[src/sv/bsiu_pkg.sv]
// package for the branch and stack instruction unit
// holds the word types, opcode codes and cycle counts; depends on nothing
package bsiu_pkg;

  typedef struct packed {
    logic [7:0]  opcode;
    logic [15:0] prog_counter;
    logic [15:0] stack_ptr;
    logic        zero_flag;
    logic        carry_flag;
    logic [15:0] immediate_word;
    logic [15:0] stack_word;
    logic [15:0] pair_af;
    logic [15:0] pair_bc;
    logic [15:0] pair_de;
    logic [15:0] pair_hl;
  } instr_t;

  typedef struct packed {
    logic        recognized;
    logic [15:0] next_pc;
    logic        pc_final;
    logic [15:0] next_sp;
    logic        stack_write;
    logic [15:0] write_word;
    logic        pair_load;
    logic [1:0]  pair_select;
    logic [15:0] pair_value;
    logic [5:0]  cycle_count;
    logic        irq_enable_set;
  } result_t;

  // exact opcodes
  localparam logic [7:0] OP_NOP    = 8'h00;
  localparam logic [7:0] OP_JR     = 8'h18;
  localparam logic [7:0] OP_JP     = 8'hc3;
  localparam logic [7:0] OP_CALL   = 8'hcd;
  localparam logic [7:0] OP_RET    = 8'hc9;
  localparam logic [7:0] OP_RETI   = 8'hd9;
  localparam logic [7:0] OP_JP_HL  = 8'he9;

  // opcode groups, matched under a mask
  localparam logic [7:0] CC_MASK   = 8'he7;
  localparam logic [7:0] OP_JR_CC  = 8'h20;
  localparam logic [7:0] OP_JP_CC  = 8'hc2;
  localparam logic [7:0] OP_CALL_CC = 8'hc4;
  localparam logic [7:0] OP_RET_CC = 8'hc0;
  localparam logic [7:0] RST_MASK  = 8'hc7;
  localparam logic [7:0] OP_RST    = 8'hc7;
  localparam logic [7:0] RST_VEC   = 8'h38;
  localparam logic [7:0] PAIR_MASK = 8'hcf;
  localparam logic [7:0] OP_PUSH   = 8'hc5;
  localparam logic [7:0] OP_POP    = 8'hc1;

  // condition codes in opcode bits 4:3
  localparam logic [1:0] CC_NZ = 2'd0;
  localparam logic [1:0] CC_Z  = 2'd1;
  localparam logic [1:0] CC_NC = 2'd2;
  localparam logic [1:0] CC_C  = 2'd3;

  // register pair codes in opcode bits 5:4
  localparam logic [1:0] PAIR_BC = 2'd0;
  localparam logic [1:0] PAIR_DE = 2'd1;
  localparam logic [1:0] PAIR_HL = 2'd2;
  localparam logic [1:0] PAIR_AF = 2'd3;

  localparam logic [5:0] CYC_4  = 6'd4;
  localparam logic [5:0] CYC_8  = 6'd8;
  localparam logic [5:0] CYC_12 = 6'd12;
  localparam logic [5:0] CYC_16 = 6'd16;
  localparam logic [5:0] CYC_20 = 6'd20;
  localparam logic [5:0] CYC_24 = 6'd24;
  localparam logic [5:0] CYC_32 = 6'd32;

endpackage

[src/sv/bsiu_if.sv]
// valid/ready channels for instruction words and result words
// standalone; field widths follow the words in bsiu_pkg
interface bsiu_instr_if;
  logic        valid;
  logic        ready;
  logic [7:0]  opcode;
  logic [15:0] prog_counter;
  logic [15:0] stack_ptr;
  logic        zero_flag;
  logic        carry_flag;
  logic [15:0] immediate_word;
  logic [15:0] stack_word;
  logic [15:0] pair_af;
  logic [15:0] pair_bc;
  logic [15:0] pair_de;
  logic [15:0] pair_hl;

  modport source (
    output valid, opcode, prog_counter, stack_ptr, zero_flag, carry_flag,
           immediate_word, stack_word, pair_af, pair_bc, pair_de, pair_hl,
    input  ready
  );
  modport sink (
    input  valid, opcode, prog_counter, stack_ptr, zero_flag, carry_flag,
           immediate_word, stack_word, pair_af, pair_bc, pair_de, pair_hl,
    output ready
  );
endinterface

interface bsiu_result_if;
  logic        valid;
  logic        ready;
  logic        recognized;
  logic [15:0] next_pc;
  logic        pc_final;
  logic [15:0] next_sp;
  logic        stack_write;
  logic [15:0] write_word;
  logic        pair_load;
  logic [1:0]  pair_select;
  logic [15:0] pair_value;
  logic [5:0]  cycle_count;
  logic        irq_enable_set;

  modport source (
    output valid, recognized, next_pc, pc_final, next_sp, stack_write, write_word,
           pair_load, pair_select, pair_value, cycle_count, irq_enable_set,
    input  ready
  );
  modport sink (
    input  valid, recognized, next_pc, pc_final, next_sp, stack_write, write_word,
           pair_load, pair_select, pair_value, cycle_count, irq_enable_set,
    output ready
  );
endinterface

[src/sv/branch_stack_instruction_unit_core.sv]
// Branch and stack instruction unit. Takes one instruction word per cycle and
// returns one result word for each word that it accepts: the word is captured
// in an input register, decoded and executed by bsiu_exec in a single pass of
// short logic (a few 16-bit adders and selects), and captured in a result
// register. Sustained rate is one word per cycle; ready drops only when both
// registers hold words that the result side has not taken.
// depends on bsiu_pkg, bsiu_if and bsiu_exec
module branch_stack_instruction_unit_core (
  input  logic           clk,
  input  logic           rst,
  bsiu_instr_if.sink     instr,
  bsiu_result_if.source  result
);
  import bsiu_pkg::*;

  logic    in_valid;
  instr_t  in_word;
  logic    out_valid;
  result_t out_word;
  result_t exec_res;
  logic    out_ready;
  logic    in_ready;

  assign out_ready   = !out_valid || result.ready;
  assign in_ready    = !in_valid || out_ready;
  assign instr.ready = in_ready;

  always_ff @(posedge clk) begin
    if (rst) begin
      in_valid <= 1'b0;
    end else if (in_ready) begin
      in_valid <= instr.valid;
    end
  end

  always_ff @(posedge clk) begin
    if (in_ready && instr.valid) begin
      in_word.opcode         <= instr.opcode;
      in_word.prog_counter   <= instr.prog_counter;
      in_word.stack_ptr      <= instr.stack_ptr;
      in_word.zero_flag      <= instr.zero_flag;
      in_word.carry_flag     <= instr.carry_flag;
      in_word.immediate_word <= instr.immediate_word;
      in_word.stack_word     <= instr.stack_word;
      in_word.pair_af        <= instr.pair_af;
      in_word.pair_bc        <= instr.pair_bc;
      in_word.pair_de        <= instr.pair_de;
      in_word.pair_hl        <= instr.pair_hl;
    end
  end

  bsiu_exec u_exec (
    .word (in_word),
    .res  (exec_res)
  );

  always_ff @(posedge clk) begin
    if (rst) begin
      out_valid <= 1'b0;
    end else if (out_ready) begin
      out_valid <= in_valid;
    end
  end

  always_ff @(posedge clk) begin
    if (out_ready && in_valid) begin
      out_word <= exec_res;
    end
  end

  assign result.valid          = out_valid;
  assign result.recognized     = out_word.recognized;
  assign result.next_pc        = out_word.next_pc;
  assign result.pc_final       = out_word.pc_final;
  assign result.next_sp        = out_word.next_sp;
  assign result.stack_write    = out_word.stack_write;
  assign result.write_word     = out_word.write_word;
  assign result.pair_load      = out_word.pair_load;
  assign result.pair_select    = out_word.pair_select;
  assign result.pair_value     = out_word.pair_value;
  assign result.cycle_count    = out_word.cycle_count;
  assign result.irq_enable_set = out_word.irq_enable_set;

  // a push and a pop never come from the same word
  a_write_xor_load: assert property (@(posedge clk) disable iff (rst)
    out_valid |-> !(out_word.stack_write && out_word.pair_load))
    else $error("stack write and pair load together");

  // unknown opcodes charge nothing and move nothing
  a_unrecognized_quiet: assert property (@(posedge clk) disable iff (rst)
    (out_valid && !out_word.recognized) |->
      (out_word.cycle_count == 6'd0 && !out_word.pc_final && !out_word.stack_write))
    else $error("unrecognized opcode with side effects");

  // interrupt re-enable only with a final return address
  a_reti_final: assert property (@(posedge clk) disable iff (rst)
    (out_valid && out_word.irq_enable_set) |-> out_word.pc_final)
    else $error("interrupt enable without final pc");

  // stalling at the input means both stages are full and the output is held
  a_stall_full: assert property (@(posedge clk) disable iff (rst)
    !in_ready |-> (in_valid && out_valid && !result.ready))
    else $error("input stalled with a free stage");

  // a word in the input stage moves into the result register whenever the result register can take it
  a_advance: assert property (@(posedge clk) disable iff (rst)
    (in_valid && out_ready) |=> out_valid)
    else $error("word lost between stages");

endmodule

[src/sv/bsiu_exec.sv]
// decode and execute of one control-flow or stack instruction word
// depends on bsiu_pkg for word types and opcode codes
module bsiu_exec (
  input  bsiu_pkg::instr_t  word,
  output bsiu_pkg::result_t res
);
  import bsiu_pkg::*;

  logic        cond;
  logic [7:0]  op;
  logic [15:0] rel_off;
  logic [15:0] sp_dec;
  logic [15:0] sp_inc;
  logic [15:0] pair_sel_val;

  assign op      = word.opcode;
  assign rel_off = {{8{word.immediate_word[7]}}, word.immediate_word[7:0]};
  assign sp_dec  = word.stack_ptr - 16'd2;
  assign sp_inc  = word.stack_ptr + 16'd2;

  always_comb begin
    case (op[4:3])
      CC_NZ:   cond = !word.zero_flag;
      CC_Z:    cond = word.zero_flag;
      CC_NC:   cond = !word.carry_flag;
      CC_C:    cond = word.carry_flag;
      default: cond = 1'b0;
    endcase
  end

  always_comb begin
    case (op[5:4])
      PAIR_BC: pair_sel_val = word.pair_bc;
      PAIR_DE: pair_sel_val = word.pair_de;
      PAIR_HL: pair_sel_val = word.pair_hl;
      PAIR_AF: pair_sel_val = word.pair_af;
      default: pair_sel_val = word.pair_bc;
    endcase
  end

  always_comb begin
    res                = '0;
    res.recognized     = 1'b1;
    res.next_pc        = word.prog_counter;
    res.next_sp        = word.stack_ptr;
    if (op == OP_NOP) begin
      res.cycle_count = CYC_4;
    end else if (op == OP_JR || (op & CC_MASK) == OP_JR_CC) begin
      if (op == OP_JR || cond) begin
        res.next_pc     = word.prog_counter + rel_off;
        res.cycle_count = CYC_12;
      end else begin
        res.cycle_count = CYC_8;
      end
    end else if (op == OP_JP || (op & CC_MASK) == OP_JP_CC) begin
      if (op == OP_JP || cond) begin
        res.next_pc     = word.immediate_word;
        res.pc_final    = 1'b1;
        res.cycle_count = CYC_16;
      end else begin
        res.cycle_count = CYC_12;
      end
    end else if (op == OP_CALL || (op & CC_MASK) == OP_CALL_CC) begin
      if (op == OP_CALL || cond) begin
        res.next_sp     = sp_dec;
        res.stack_write = 1'b1;
        res.write_word  = word.prog_counter + 16'd3;
        res.next_pc     = word.immediate_word;
        res.pc_final    = 1'b1;
        res.cycle_count = CYC_24;
      end else begin
        res.cycle_count = CYC_12;
      end
    end else if (op == OP_RET || (op & CC_MASK) == OP_RET_CC) begin
      if (op == OP_RET || cond) begin
        res.next_pc     = word.stack_word;
        res.next_sp     = sp_inc;
        res.pc_final    = 1'b1;
        res.cycle_count = (op == OP_RET) ? CYC_16 : CYC_20;
      end else begin
        res.cycle_count = CYC_8;
      end
    end else if (op == OP_RETI) begin
      res.next_pc        = word.stack_word;
      res.next_sp        = sp_inc;
      res.pc_final       = 1'b1;
      res.irq_enable_set = 1'b1;
      res.cycle_count    = CYC_16;
    end else if ((op & RST_MASK) == OP_RST) begin
      res.next_sp     = sp_dec;
      res.stack_write = 1'b1;
      res.write_word  = word.prog_counter + 16'd1;
      res.next_pc     = {8'h00, op & RST_VEC};
      res.pc_final    = 1'b1;
      res.cycle_count = CYC_32;
    end else if (op == OP_JP_HL) begin
      res.next_pc     = word.pair_hl;
      res.pc_final    = 1'b1;
      res.cycle_count = CYC_4;
    end else if ((op & PAIR_MASK) == OP_PUSH) begin
      res.next_sp     = sp_dec;
      res.stack_write = 1'b1;
      res.write_word  = pair_sel_val;
      res.cycle_count = CYC_16;
    end else if ((op & PAIR_MASK) == OP_POP) begin
      res.next_sp     = sp_inc;
      res.pair_load   = 1'b1;
      res.pair_select = op[5:4];
      res.pair_value  = word.stack_word;
      res.cycle_count = CYC_12;
    end else begin
      res.recognized = 1'b0;
    end
  end

endmodule

[src/flat_wrapper.sv]
// flat-port wrapper written by rule: the top's interface ports become plain ports
module branch_stack_instruction_unit_core_flat import bsiu_pkg::*;
  (clk, rst, instr_valid, instr_opcode, instr_prog_counter, instr_stack_ptr, instr_zero_flag, instr_carry_flag, instr_immediate_word, instr_stack_word, instr_pair_af, instr_pair_bc, instr_pair_de, instr_pair_hl, instr_ready, result_valid, result_recognized, result_next_pc, result_pc_final, result_next_sp, result_stack_write, result_write_word, result_pair_load, result_pair_select, result_pair_value, result_cycle_count, result_irq_enable_set, result_ready);
  bsiu_instr_if instr_i ();
  bsiu_result_if result_i ();
  input  logic clk;
  input  logic rst;
  input wire logic [$bits(instr_i.valid)-1:0] instr_valid;
  input wire logic [$bits(instr_i.opcode)-1:0] instr_opcode;
  input wire logic [$bits(instr_i.prog_counter)-1:0] instr_prog_counter;
  input wire logic [$bits(instr_i.stack_ptr)-1:0] instr_stack_ptr;
  input wire logic [$bits(instr_i.zero_flag)-1:0] instr_zero_flag;
  input wire logic [$bits(instr_i.carry_flag)-1:0] instr_carry_flag;
  input wire logic [$bits(instr_i.immediate_word)-1:0] instr_immediate_word;
  input wire logic [$bits(instr_i.stack_word)-1:0] instr_stack_word;
  input wire logic [$bits(instr_i.pair_af)-1:0] instr_pair_af;
  input wire logic [$bits(instr_i.pair_bc)-1:0] instr_pair_bc;
  input wire logic [$bits(instr_i.pair_de)-1:0] instr_pair_de;
  input wire logic [$bits(instr_i.pair_hl)-1:0] instr_pair_hl;
  output wire logic [$bits(instr_i.ready)-1:0] instr_ready;
  output wire logic [$bits(result_i.valid)-1:0] result_valid;
  output wire logic [$bits(result_i.recognized)-1:0] result_recognized;
  output wire logic [$bits(result_i.next_pc)-1:0] result_next_pc;
  output wire logic [$bits(result_i.pc_final)-1:0] result_pc_final;
  output wire logic [$bits(result_i.next_sp)-1:0] result_next_sp;
  output wire logic [$bits(result_i.stack_write)-1:0] result_stack_write;
  output wire logic [$bits(result_i.write_word)-1:0] result_write_word;
  output wire logic [$bits(result_i.pair_load)-1:0] result_pair_load;
  output wire logic [$bits(result_i.pair_select)-1:0] result_pair_select;
  output wire logic [$bits(result_i.pair_value)-1:0] result_pair_value;
  output wire logic [$bits(result_i.cycle_count)-1:0] result_cycle_count;
  output wire logic [$bits(result_i.irq_enable_set)-1:0] result_irq_enable_set;
  input wire logic [$bits(result_i.ready)-1:0] result_ready;
  assign instr_i.valid = instr_valid;
  assign instr_i.opcode = instr_opcode;
  assign instr_i.prog_counter = instr_prog_counter;
  assign instr_i.stack_ptr = instr_stack_ptr;
  assign instr_i.zero_flag = instr_zero_flag;
  assign instr_i.carry_flag = instr_carry_flag;
  assign instr_i.immediate_word = instr_immediate_word;
  assign instr_i.stack_word = instr_stack_word;
  assign instr_i.pair_af = instr_pair_af;
  assign instr_i.pair_bc = instr_pair_bc;
  assign instr_i.pair_de = instr_pair_de;
  assign instr_i.pair_hl = instr_pair_hl;
  assign instr_ready = instr_i.ready;
  assign result_valid = result_i.valid;
  assign result_recognized = result_i.recognized;
  assign result_next_pc = result_i.next_pc;
  assign result_pc_final = result_i.pc_final;
  assign result_next_sp = result_i.next_sp;
  assign result_stack_write = result_i.stack_write;
  assign result_write_word = result_i.write_word;
  assign result_pair_load = result_i.pair_load;
  assign result_pair_select = result_i.pair_select;
  assign result_pair_value = result_i.pair_value;
  assign result_cycle_count = result_i.cycle_count;
  assign result_irq_enable_set = result_i.irq_enable_set;
  assign result_i.ready = result_ready;
  branch_stack_instruction_unit_core u_core (.clk(clk), .rst(rst), .instr(instr_i), .result(result_i));
endmodule
[config.mk]
export PLATFORM = sky130hd
export DESIGN_NAME = branch_stack_instruction_unit_core_flat
export DESIGN_NICKNAME = d
export VERILOG_FILES = /design/src/sv/bsiu_pkg.sv /design/src/sv/bsiu_if.sv /design/src/sv/branch_stack_instruction_unit_core.sv /design/src/sv/bsiu_exec.sv /design/src/flat_wrapper.sv
export SDC_FILE = /design/constraint.sdc
export NUM_CORES = 1
export LEC_CHECK = 0
export ABC_AREA = 0
export BUFFER_PORTS_ARGS = -buffer_cell sky130_fd_sc_hd__buf_2
export CORE_ASPECT_RATIO = 1.25
export CORE_MARGIN = 2
export CORE_UTILIZATION = 56
export DETAILED_ROUTE_END_ITERATION = 10
export GPL_TIMING_DRIVEN = 0
export PLACE_DENSITY = 0.81
export SLEW_MARGIN = 25
export SYNTH_ARGS = -nofsm -noshare
export SYNTH_HDL_FRONTEND = slang
export SYNTH_HIERARCHICAL = 1
export SYNTH_SLANG_ARGS = --single-unit
[constraint.sdc]
create_clock -name clk -period 3.2 [get_ports clk]
set_input_delay 0.48 -clock clk [delete_from_list [all_inputs] [get_ports clk]]
set_output_delay 0.48 -clock clk [all_outputs]
set_load 0.02 [all_outputs]
==> summary.md, run 1 <==
| Metric | Value |
|---|---|
| Final global-route overflow total | 0 |
| Clock Latency Late Sink | between 0.5 and 0.6 ns |
| Maximum clock path buffer count | 3 |
| Part of the power in combinational logic | ~12% |
| Fin. Hold Viols | 0 |
| Post-Layout Cell Count | about 1400 |
| Fin. max-slew vios | 0 |
| Port Buf Inserts | 220 |
| CTS hold repair buffers | 0 |
| Post-DP Area | approximately 13000 um2 |
| Seq/Total Area, Yosys | 59.0% |
| Total GRT Usage | 30.9% |
| First-pass GRT wire length | around 48000 um |
| P_sw | about 1.6 mW |
| Lkg Pwr | about 5.1 nW |
| Vias per Instance | between 6 and 7 |
| Max Clock Freq | 0.321 GHz |
| P_int | a little over 5 mW |
| Hold WS | between 0.1 and 0.15 ns |
| FILL cells | ~1400 |
| Vias in the first global route | roughly 8500 |
| Primary FF master, synth | edfxtp_1 |
| # setup viols final | 0 |
| # diodes | 0 |
| Multi-input combinational cell area | approximately 4200 um2 |
| Core Rows | 57 |
| Die width | roughly 130 um |
| DP Worst Slack | -0.217 ns |
| Critical path peak fanout | 10 |
| Seq pwr share | between 50% and 60% |
| Critical Path AT | 3.34 ns |
| Root buf cell | clkbuf_16 |
| Routed length per placed instance | roughly 23 um |
| Tmin final | ~3.1 ns |
| Initial drt markers | 910 |
| Flop2flop setup slack | just over 0.08 ns |
| Switching Fraction | 24.1% |
| Antenna violation net count after detailed routing | 0 |
| GPL Wtd Cong | approximately 0.98 |
| Vias | 8669 |
| Worst setup margin | roughly 0.081 ns |
| Largest area contributor in the netlist | edfxtp_1 |
| Total Power | a little under 7 mW |
| H-tree depth | 1 |
| Number of iterations in the first detailed-routing pass | 5 |
| Fin nets | roughly 1300 |
| Max transition margin | between 20% and 30% |
| DP Cell Count | roughly 1400 |
| Period utilization | a little over nine tenths |
| Total core area | slightly below 20000 um2 |
| Io pins | approximately 220 |
| Worst-path clk slew | approximately 0.060 ns |
| Max Cap Viol | 0 |
| Cell variety after synth | slightly below 90 |
| DR DRC count | 0 |
| Count leader, synth | edfxtp_1 |
| Flops & latches, synth | 217 |
| Post-DP HPWL | ~24000 um |
| Layout Area Growth over Synthesis | 20.5% |
| TritonCTS clock tree | done |
| Ys Warns | 6 |
| Die Span Y | approximately 160 um |
| Post-Syn Area | ~11000 um2 |
| Skew final | approximately 0.017 ns |
| Power Dens Cells | a little over 500 nW/um2 |
| Post-synth EDFFs | approximately 220 |
| Fin Setup TNS | 0 ns |
| CP Launch Type | flip-flop |
| Worst setup EP type | flip-flop |
| Sink Count | ~220 |
| Worst hold path class | in2reg |
| Final Util | 68.4% |
| Initial antenna violation count | 0 |
| Top post-synthesis cells by area | edfxtp_1, mux4_2, a21oi_1 |
| Mean Syn Cell Area | approximately 12 um2 |
| WP data required | about 3.4 ns |
| Clock power share | ~38% |
| Status | finished clean |
| Share of cells above drive strength 1 | between 20% and 30% |
| Largest net degree at the start of global routing | 58 |
| Total Wirelength | 32200 um |
| Worst slew pin tran | roughly 1.1 ns |
| Register area | 6500 um2 |
| Total CTS buffers | 21 |
| Share of the synthesized area in the top cell type | about three fifths |
| Die area | 20800 um2 |
| Initial Utilization | 56.8% |
| Setup CP Type | reg2reg |
| Cells after Synth | about 880 |
| Async set or reset register ratio after synthesis | 0% |
| Fin area | 13300 um2 |
| Commonest cells in the netlist | edfxtp_1, nor2_1, nand2_1 |
| Max VDD drop | between 0.4 and 0.5 mV |
final timing paths:
check / startpoint / end / cells after the start
hold reg to reg: u_core/in_valid$_SDFFE_PP0P_ / u_core/result.valid$_SDFFE_PP0P_ / 2
setup reg to reg: u_core/in_word[132]$_DFFE_PP_ / u_core/result.next_pc[1]$_DFFE_PP_ / 9
setup / recovery: u_core/in_word[132]$_DFFE_PP_ / u_core/result.next_pc[1]$_DFFE_PP_ / 9
hold / removal: instr_pair_hl[12] / u_core/in_word[12]$_DFFE_PP_ / 1
layer usage:
metal  share of wire (%)  wire length (um)  track usage [%]
met4                 4.2              1350             12.3
met1                  37             12000             39.7
met3                 8.5              2750             4.73
met5                   0                 0                0
met2                  50             16100             52.6
flip-flops by register name (all words and copies together) (netlist names), 2 cells and up:
| signal | count |
|---|---|
| u_core/result.pair_select | 2 |
| u_core/result.cycle_count | 6 |
| u_core/in_word | 138 |
| u_core/result.next_pc | 16 |
| u_core/result.pair_value | 16 |
| u_core/result.write_word | 16 |
| u_core/result.next_sp | 16 |
kinds of logic after synthesis:
kind of cell / after synthesis / synth area share [%]
AO/OA/AOI/OAI: 241 / 15.4
other: 1 / 0.0340
XOR/XNOR: 40 / 3.18
AND/OR/NAND/NOR: 254 / 12.3
multiplexers: 24 / 4.06
adder cells (fa/ha/maj): 22 / 2.52
flip-flops: 217 / 59.0
buffers and inverters: 84 / 3.52
final cells by class:
cell class / count / area share (%)
plain buffers: 50 / 1.98
clock buffers: 24 / 4.05
multi-input cells: 583 / 31.3
flip-flops and latches: 217 / 49.0
inverters: 33 / 0.934
well taps: 265 / 2.50
repair buffers: 226 / 8.98
clock inverters: 13 / 1.28
power groups by stage:
stage | logic (mW) | clock network, mW | registers [mW]
final | 0.838 | 2.56 | 3.42
after global routing | 0.904 | 2.68 | 3.44
after CTS | 0.829 | 2.58 | 3.42
after detailed placement | 0.823 | 0 | 3.48
after global placement | 0.800 | 0 | 3.48
after floorplan | 0.460 | 0 | 3.51
repair_timing:
item	in CTS	in global routing
resized for setup	3	3
setup buffers	0	3
pin swaps	0	2
endpoints found under the setup margin	14	11
placed cells by master, fill, tap and decap left out, types with 7 or more instances in the layout:
master,instances
a211oi_1,8
a21o_1,8
a21oi_1,48
a221o_1,14
a221oi_1,11
a22oi_1,12
a31oi_1,16
and2_1,20
and3_1,9
buf_2,230
buf_4,9
clkbuf_1,27
clkbuf_16,21
edfxtp_1,215
ha_1,19
inv_1,33
mux4_2,16
nand2_1,54
nand2b_1,7
nand3_1,21
nand4_1,9
nor2_1,56
nor3_1,21
nor4_1,8
o211ai_1,10
o21ai_0,39
o221ai_1,7
xnor2_1,22
xor2_1,18
critical path: stages, from the launching register on:
cell and delay [ns]:
edfxtp_1 0.33, clkbuf_1 0.35, and3_1 0.27, nand3_1 0.48, inv_1 0.41, nor3_1 0.15
o21a_1 0.24, buf_6 0.14, a22oi_1 0.30, o211ai_1 0.15
Note: power is estimated with default switching activity, not from simulation.
==> run 2: changes to the inputs <==
--- a/config.mk
+++ b/config.mk
@@ -12,9 +12,8 @@
 export CORE_UTILIZATION = 56
 export DETAILED_ROUTE_END_ITERATION = 10
 export GPL_TIMING_DRIVEN = 0
-export PLACE_DENSITY = 0.81
+export PLACE_DENSITY = 0.83
 export SLEW_MARGIN = 25
 export SYNTH_ARGS = -nofsm -noshare
 export SYNTH_HDL_FRONTEND = slang
-export SYNTH_HIERARCHICAL = 1
 export SYNTH_SLANG_ARGS = --single-unit
==> run 2 against run 1 <==
  * Setup slack improved by 0.097 ns
  * Count of clock-buffer cells in the layout rose by 7
  * Critical endpoint is now u_core.result.next_pc[14]$_DFFE_PP_
  * Clock skew rose by 0.0089 ns
  * Die area rose by 2.9%
  * Cell count rose by 4.2%
  * Largest power group unchanged
  * Core utilization fell by 0.71 points
  * Largest cell class unchanged
  * Sequential share of layout area fell by 1.5 points
==> summary.md, run 2 <==
| Metric | Value |
|---|---|
| Worst-path clk slew | 0.07 ns |
| DP Cell Count | 1431 |
| Post-DP HPWL | about 25000 um |
| Seq/Total Area, Yosys | a little under three fifths |
| Share of cells above drive strength 1 | between 20 and 30% |
| Status | finished clean |
| Critical path peak fanout | 5 |
| Max VDD drop | 0.520 mV |
| Cells after Synth | between 900 and 1000 |
| Period utilization | between 90% and 100% |
| Root buf cell | clkbuf_16 |
| Final global-route overflow total | 0 |
| Vias in the first global route | 9160 |
| Max Clock Freq | between 0.3 and 0.4 GHz |
| Top post-synthesis cells by area | edfxtp_1, mux4_2, o21ai_0 |
| Initial Utilization | 56.6% |
| Worst R2R Path Depth | 10 |
| Die Span Y | ~160 um |
| Power Dens Cells | 482 nW/um2 |
| Hold path depth | 1 |
| Lkg Pwr | between 5 and 6 nW |
| # setup viols final | 0 |
| Fin nets | approximately 1300 |
| CP peak stage delay | about 0.47 ns |
| Antenna violation net count after detailed routing | 0 |
| Flop2flop setup slack | roughly 0.18 ns |
| GPL Wtd Cong | 0.977 |
| DR DRC count | 0 |
| Worst slew pin tran | ~1.0 ns |
| Count leader, synth | edfxtp_1 |
| Largest area contributor in the netlist | edfxtp_1 |
| Post-synth EDFFs | around 210 |
| Initial antenna violation count | 1 |
| Post-Layout Cell Count | around 1500 |
| Die area | between 20000 and 25000 um2 |
| Fin. Hold Viols | 0 |
| Mean Syn Cell Area | about 12 um2 |
| Initial drt markers | around 1200 |
| Vias | 9328 |
| Total CTS buffers | 21 |
| Launching point of the worst reg2reg path | u_core.in_word[114]$_DFFE_PP_ |
| Largest delay share family, worst path | compound AO/OA/AOI/OAI gates |
| Max FFs per register | 138 |
| Worst setup EP type | flip-flop |
| CP cell instances | ha_1 -> inv_1 -> fa_1 -> nor2b_1 -> o31ai_1 -> a211oi_1 -> nor2_1 -> a21oi_1 -> mux2i_1 -> o221ai_1 |
| Total core area | between 20000 and 25000 um2 |
| Io pins | between 200 and 250 |
| Primary FF master, synth | edfxtp_1 |
| FILL cells | around 1500 |
| Cell variety after synth | 97 |
| Port Buf Inserts | approximately 220 |
| CP Launch Type | flip-flop |
| Largest Register | u_core.in_word |
| Flops & latches, synth | about 220 |
| Most common cell after layout, fill and taps aside | buf_2 |
| Worst hold path class | in2reg |
| Critical Path AT | about 3.2 ns |
| Skew final | roughly 0.026 ns |
| Tmin final | ~3.0 ns |
| First-pass GRT wire length | just over 50000 um |
| Post-Syn Area | about 11000 um2 |
| Final Util | approximately two thirds |
| Core Rows | 58 |
| Die width | ~130 um |
| Multi-input combinational cell area | between 4000 and 5000 um2 |
| Critical path buffers and inverters | 1 |
| Total Wirelength | around 34000 um |
| CP Launch Point | u_core.in_word[114]$_DFFE_PP_ |
| Commonest cells in the netlist | edfxtp_1, nand2_1, o21ai_0 |
| Share of the synthesized area in the top cell type | 56.4% |
| Fin. max-slew vios | 0 |
| CTS hold repair buffers | 0 |
| Routed length per placed instance | 22.8 um |
| Hold EP | u_core.in_word[58]$_DFFE_PP_ |
| Number of iterations in the first detailed-routing pass | 6 |
| Layout Area Growth over Synthesis | 19.5% |
| WP data required | between 3 and 4 ns |
| Maximum clock path buffer count | 3 |
| Hold Crit Start | instr_pair_af[10] |
| Crit-path slowest cell | edfxtp_1 |
| Vias per Instance | ~6.3 |
| Register area | between 6000 and 7000 um2 |
| Async set or reset register ratio after synthesis | 0% |
| H-tree depth | 1 |
| Reg-to-Reg End | u_core.result.next_pc[14]$_DFFE_PP_ |
| Unrepaired setup endpoints after global routing | no |
| Setup CP Type | reg2reg |
| TritonCTS clock tree | done |
| Most frequent cells in the layout | buf_2, edfxtp_1, nand2_1 |
| Max transition margin | between 30% and 40% |
| Max Cap Viol | 0 |
| Largest net degree at the start of global routing | 51 |
| Clock Latency Late Sink | about 0.50 ns |
| Ys Warns | 0 |
| Sink Count | about 220 |
| Total GRT Usage | between 30% and 40% |
run 2: worst reg2reg max path, cell delays in order (launching register included):
cell,delay (ns)
edfxtp_1,0.47
ha_1,0.24
inv_1,0.07
fa_1,0.47
nor2b_1,0.17
o31ai_1,0.15
a211oi_1,0.35
nor2_1,0.09
a21oi_1,0.29
mux2i_1,0.28
o221ai_1,0.17
run 2: where the power goes:
part | total [mW] | internal [mW] | leakage (nW) | switching (mW)
Combinational | 0.869 | 0.346 | 2.73 | 0.523
Sequential | 3.38 | 3.29 | 2.05 | 0.0955
Clock | 2.28 | 1.34 | 0.306 | 0.947
run 2: timing repair:
action	in CTS	in global routing
endpoints found under the setup margin	1	2
setup buffers	0	2
gates resized for setup	1	1
run 2: worst max path at each step:
stage | to | slack, ns | cells past startpoint
global placement | u_core.result.pair_value[4]$_SDFFCE_PP0P_ | -0.71 | 3
detailed placement | u_core.result.next_sp[8]$_DFFE_PP_ | -0.0008 | 6
finish | u_core.result.next_pc[14]$_DFFE_PP_ | 0.18 | 10
CTS | u_core.result.next_pc[15]$_DFFE_PP_ | 0.09 | 8
floorplan | u_core.result.cycle_count[2]$_SDFFCE_PP1P_ | 0.26 | 2
global route | u_core.result.next_sp[8]$_DFFE_PP_ | 0.02 | 9
run 2: cells by family (layout without fill, tap and decap cells):
family          count (synthesis)  count (layout)  synth area share (%)
compound gates                262             262                  16.5
mux                            24              24                  4.03
other cells                     1               3                0.0331
simple gates                  295             295                  13.7
buf+inv                        78             339                  3.41
fa+ha+maj                      20              20                  2.27
flops                         215             215                  56.7
xor+xnor                       42              42                  3.31
run 2: per-stage QoR:
stage               area (um2)  hold WS (ns)   TNS (ns)  power [mW]  setup WS, ns
floorplan                11400         0.400          0        3.95         0.256
global placement         12800         0.407     -91.66        4.26        -0.708
detailed placement       12900         0.412  -0.000784        4.28     -0.000784
CTS                      13500         0.142          0        6.55        0.0877
global route             13600         0.144          0        6.75        0.0152
finish                   13600         0.145          0        6.53         0.178
run 2: final cells by class:
type / count / share of cell area (%)
buffer: 62 / 2.41
multi-input combinational: 645 / 33.6
sequential: 215 / 47.5
tap: 270 / 2.49
clock inverter: 5 / 0.378
timing repair buffer: 225 / 8.92
clock buffer: 31 / 4.30
antenna: 1 / 0.0185
inverter: 16 / 0.443
run 2: per-layer routing:
metal / up-vias / wire [um] / global-route usage (%)
li1: 4184 / - / -
met1: 4408 / 11700 / 36.6
met2: 600 / 16600 / 54.7
met3: 136 / 3230 / 4.59
met4: 0 / 2050 / 17.6
met5: - / 0 / 0
==> run 3: changes to the inputs <==
--- a/config.mk
+++ b/config.mk
@@ -5,14 +5,13 @@
 export SDC_FILE = /design/constraint.sdc
 export NUM_CORES = 1
 export LEC_CHECK = 0
-export ABC_AREA = 0
+export ABC_AREA = 1
 export BUFFER_PORTS_ARGS = -buffer_cell sky130_fd_sc_hd__buf_2
-export CORE_ASPECT_RATIO = 1.25
 export CORE_MARGIN = 2
 export CORE_UTILIZATION = 56
 export DETAILED_ROUTE_END_ITERATION = 10
 export GPL_TIMING_DRIVEN = 0
-export PLACE_DENSITY = 0.83
+export PLACE_DENSITY = 0.82
 export SLEW_MARGIN = 25
 export SYNTH_ARGS = -nofsm -noshare
 export SYNTH_HDL_FRONTEND = slang
==> run 3 against run 2 <==
  * Fmax up 4.8%
  * Sequential power is essentially flat
  * Power is 5.7% higher
  * Core utilization grew 1.5 points
  * Clock skew up 0.0024 ns
  * Non-clock buffer count decreased by 14
  * Hold slack got worse by 0.048 ns
  * Flip-flop and latch count is the same
  * Count of clock-buffer cells in the layout fell by 1
  * Setup slack better by 0.14 ns
  * Cell count is 25% higher
  * Critical path type unchanged
  * Critical endpoint unchanged
==> summary.md, run 3 <==
| Metric | Value |
|---|---|
| Share of cells above drive strength 1 | 21.7% |
| Die area | between 20000 and 25000 um2 |
| Total CTS buffers | 22 |
| Vias per Instance | just under 6 |
| Maximum clock path buffer count | 3 |
| Max FFs per register | around 140 |
| Die width | around 150 um |
| Count leader, synth | nand2_1 |
| Commonest cells in the netlist | nand2_1, edfxtp_1, inv_1 |
| Reg-to-Reg End | u_core.result.next_pc[14]$_DFFE_PP_ |
| Post-synth EDFFs | between 200 and 250 |
| Die Span Y | about 150 um |
| WP data required | between 3 and 4 ns |
| Total GRT Usage | approximately 33% |
| Power Dens Cells | roughly 490 nW/um2 |
| Worst setup EP type | flip-flop |
| DR DRC count | 0 |
| Share of the synthesized area in the top cell type | between 50% and 60% |
| Mean Syn Cell Area | just over 9 um2 |
| DP Worst Slack | around 0.40 ns |
| Primary FF master, synth | edfxtp_1 |
| Flop2flop setup slack | 0.32 ns |
| Flops & latches, synth | approximately 220 |
| Max Clock Freq | roughly 0.35 GHz |
| Sink Count | roughly 220 |
| Launching point of the worst reg2reg path | u_core.in_word[114]$_DFFE_PP_ |
| CP Launch Type | flip-flop |
| First-pass GRT wire length | ~55000 um |
| Post-Layout Cell Count | 1832 |
| Vias in the first global route | 10370 |
| Fin Setup TNS | 0 ns |
| Skew final | between 0.02 and 0.03 ns |
| Critical path peak fanout | 8 |
| Initial Utilization | 57.5% |
| Number of iterations in the first detailed-routing pass | 6 |
| Async set or reset register ratio after synthesis | 0% |
| Core Rows | 52 |
| CTS hold repair buffers | 0 |
| Worst R2R Path Depth | 14 |
| Hold Crit Start | rst |
| Cells after Synth | around 1300 |
| Worst slew pin tran | slightly below 0.8 ns |
| Total core area | just over 20000 um2 |
| Hold EP | u_core.result.valid$_SDFFE_PP0P_ |
| Fin. max-slew vios | 0 |
| # setup viols final | 0 |
| CTS resizes | 0 |
| Tmin final | 2.88 ns |
| Hold path depth | 2 |
| Ys Warns | 0 |
| Post-Syn Area | about 12000 um2 |
| Root buf cell | clkbuf_16 |
| Setup CP Type | reg2reg |
| Max transition margin | between 40 and 50% |
| Lkg Pwr | roughly 6.3 nW |
| Layout Area Growth over Synthesis | 20.5% |
| Cell variety after synth | 47 |
| Largest area contributor in the netlist | edfxtp_1 |
| Status | finished clean |
| Largest Register | u_core.in_word |
| Clock Latency Late Sink | ~0.54 ns |
| GPL Wtd Cong | approximately 1 |
| Max Cap Viol | 0 |
| Io pins | 221 |
| Fin nets | about 1700 |
| Most frequent cells in the layout | nand2_1, buf_2, edfxtp_1 |
| Worst hold path class | in2reg |
| Antenna violation net count after detailed routing | 0 |
| Fin. Hold Viols | 0 |
| TritonCTS clock tree | done |
| Largest net degree at the start of global routing | 35 |
| Number of setup buffers added after CTS | 0 |
| Most common cell after layout, fill and taps aside | nand2_1 |
| Port Buf Inserts | roughly 220 |
| Total Power | 6.90 mW |
| Initial antenna violation count | 1 |
| Max VDD drop | 0.578 mV |
| Top post-synthesis cells by area | edfxtp_1, nand2_1, inv_1 |
| Post-DP HPWL | between 20000 and 30000 um |
| DP Cell Count | roughly 1800 |
| Critical Path AT | roughly 3.1 ns |
| FILL cells | between 1500 and 2000 |
| Seq/Total Area, Yosys | 54.8% |
| Unrepaired setup endpoints after global routing | no |
| Final global-route overflow total | 0 |
| Total Wirelength | 36200 um |
| Period utilization | between 90% and 100% |
| H-tree depth | 1 |
| Routed length per placed instance | ~20 um |
| Initial drt markers | about 1300 |
| Vias | between 10000 and 15000 |
| Worst setup margin | 0.316 ns |
| Final Util | approximately 69% |
| Worst-path clk slew | 0.07 ns |
==> run 3: changes by cell type in the layout (fill, tap and decap cells not counted), moves of 10 or more <==
cell | before | now
nand2_1 | 77 | 384
inv_1 | 15 | 122
nand3_1 | 37 | 75
nor2_1 | 55 | 90
and3_1 | 25 | 0
clkbuf_1 | 43 | 20
mux4_2 | 16 | 0
a221o_1 | 12 | 0
xnor2_1 | 18 | 6
a21oi_1 | 47 | 57
==> run 3: metrics by stage <==
step	instance area [um2]	hold WS, ns
finish	14100	0.0972
global route	14100	0.0864
detailed placement	13400	0.417
global placement	13200	0.416
floorplan	11800	0.400
CTS	14100	0.0884
==> run 3: critical path, stage by stage, from the launching register on <==
cell	delay [ns]
edfxtp_1	0.59
ha_1	0.26
inv_1	0.07
fa_1	0.46
inv_1	0.09
nand3_1	0.07
nand2_1	0.10
a21boi_0	0.22
nand3b_1	0.26
nand2_1	0.09
nand2_1	0.05
nand3_1	0.09
o21ai_1	0.08
inv_1	0.07
nand2_1	0.10
==> run 3: cells by family after synthesis <==
group	synth area share (%)
AO/OA/AOI/OAI	11.8
XOR/XNOR	2.24
adder cells (fa/ha/maj)	2.20
buffers and inverters	6.56
flip-flops	54.8
other	0.0319
AND/OR/NAND/NOR	22.4
==> run 3: how the worst max path moves through the flow <==
stage,cells past startpoint,from,end
3_3_place_gp,3,result_ready,u_core.result.next_pc[2]$_DFFE_PP_
5_1_grt,14,u_core.in_word[114]$_DFFE_PP_,u_core.result.next_pc[14]$_DFFE_PP_
4_1_cts,14,u_core.in_word[114]$_DFFE_PP_,u_core.result.next_pc[14]$_DFFE_PP_
6_report,14,u_core.in_word[114]$_DFFE_PP_,u_core.result.next_pc[14]$_DFFE_PP_
2_1_floorplan,2,result_ready,u_core.result.cycle_count[2]$_SDFFCE_PP1P_
3_5_place_dp,9,result_ready,u_core.in_word[125]$_DFFE_PP_
==> run 3: final cells by class <==
class                   instances  area, um2  area share (%)
flip-flops and latches        215       6440            45.5
multi-input cells             898       4570            32.3
repair buffers                225       1260            8.92
clock buffers                  30        621            4.39
inverters                     135        517            3.65
well taps                     270        338            2.39
plain buffers                  48        260            1.84
clock inverters                10        136           0.964
diodes                          1       2.50          0.0177
==> run 3: where the power goes <==
part           switching (mW)  internal [mW]  leakage [nW]
sequential             0.0948           3.27          2.11
combinational           0.587          0.306          3.80
clock                    1.10           1.54         0.363
total                    1.79           5.12          6.27
==> run 3: layer usage <==
layer | wire length (um) | part of all wire (%) | GRT usage [%]
met1 | 13800 | 38 | 44.0
met2 | 16500 | 46 | 52.4
met3 | 4060 | 11 | 5.66
met4 | 1820 | 5.0 | 14.4
met5 | 0 | 0 | 0
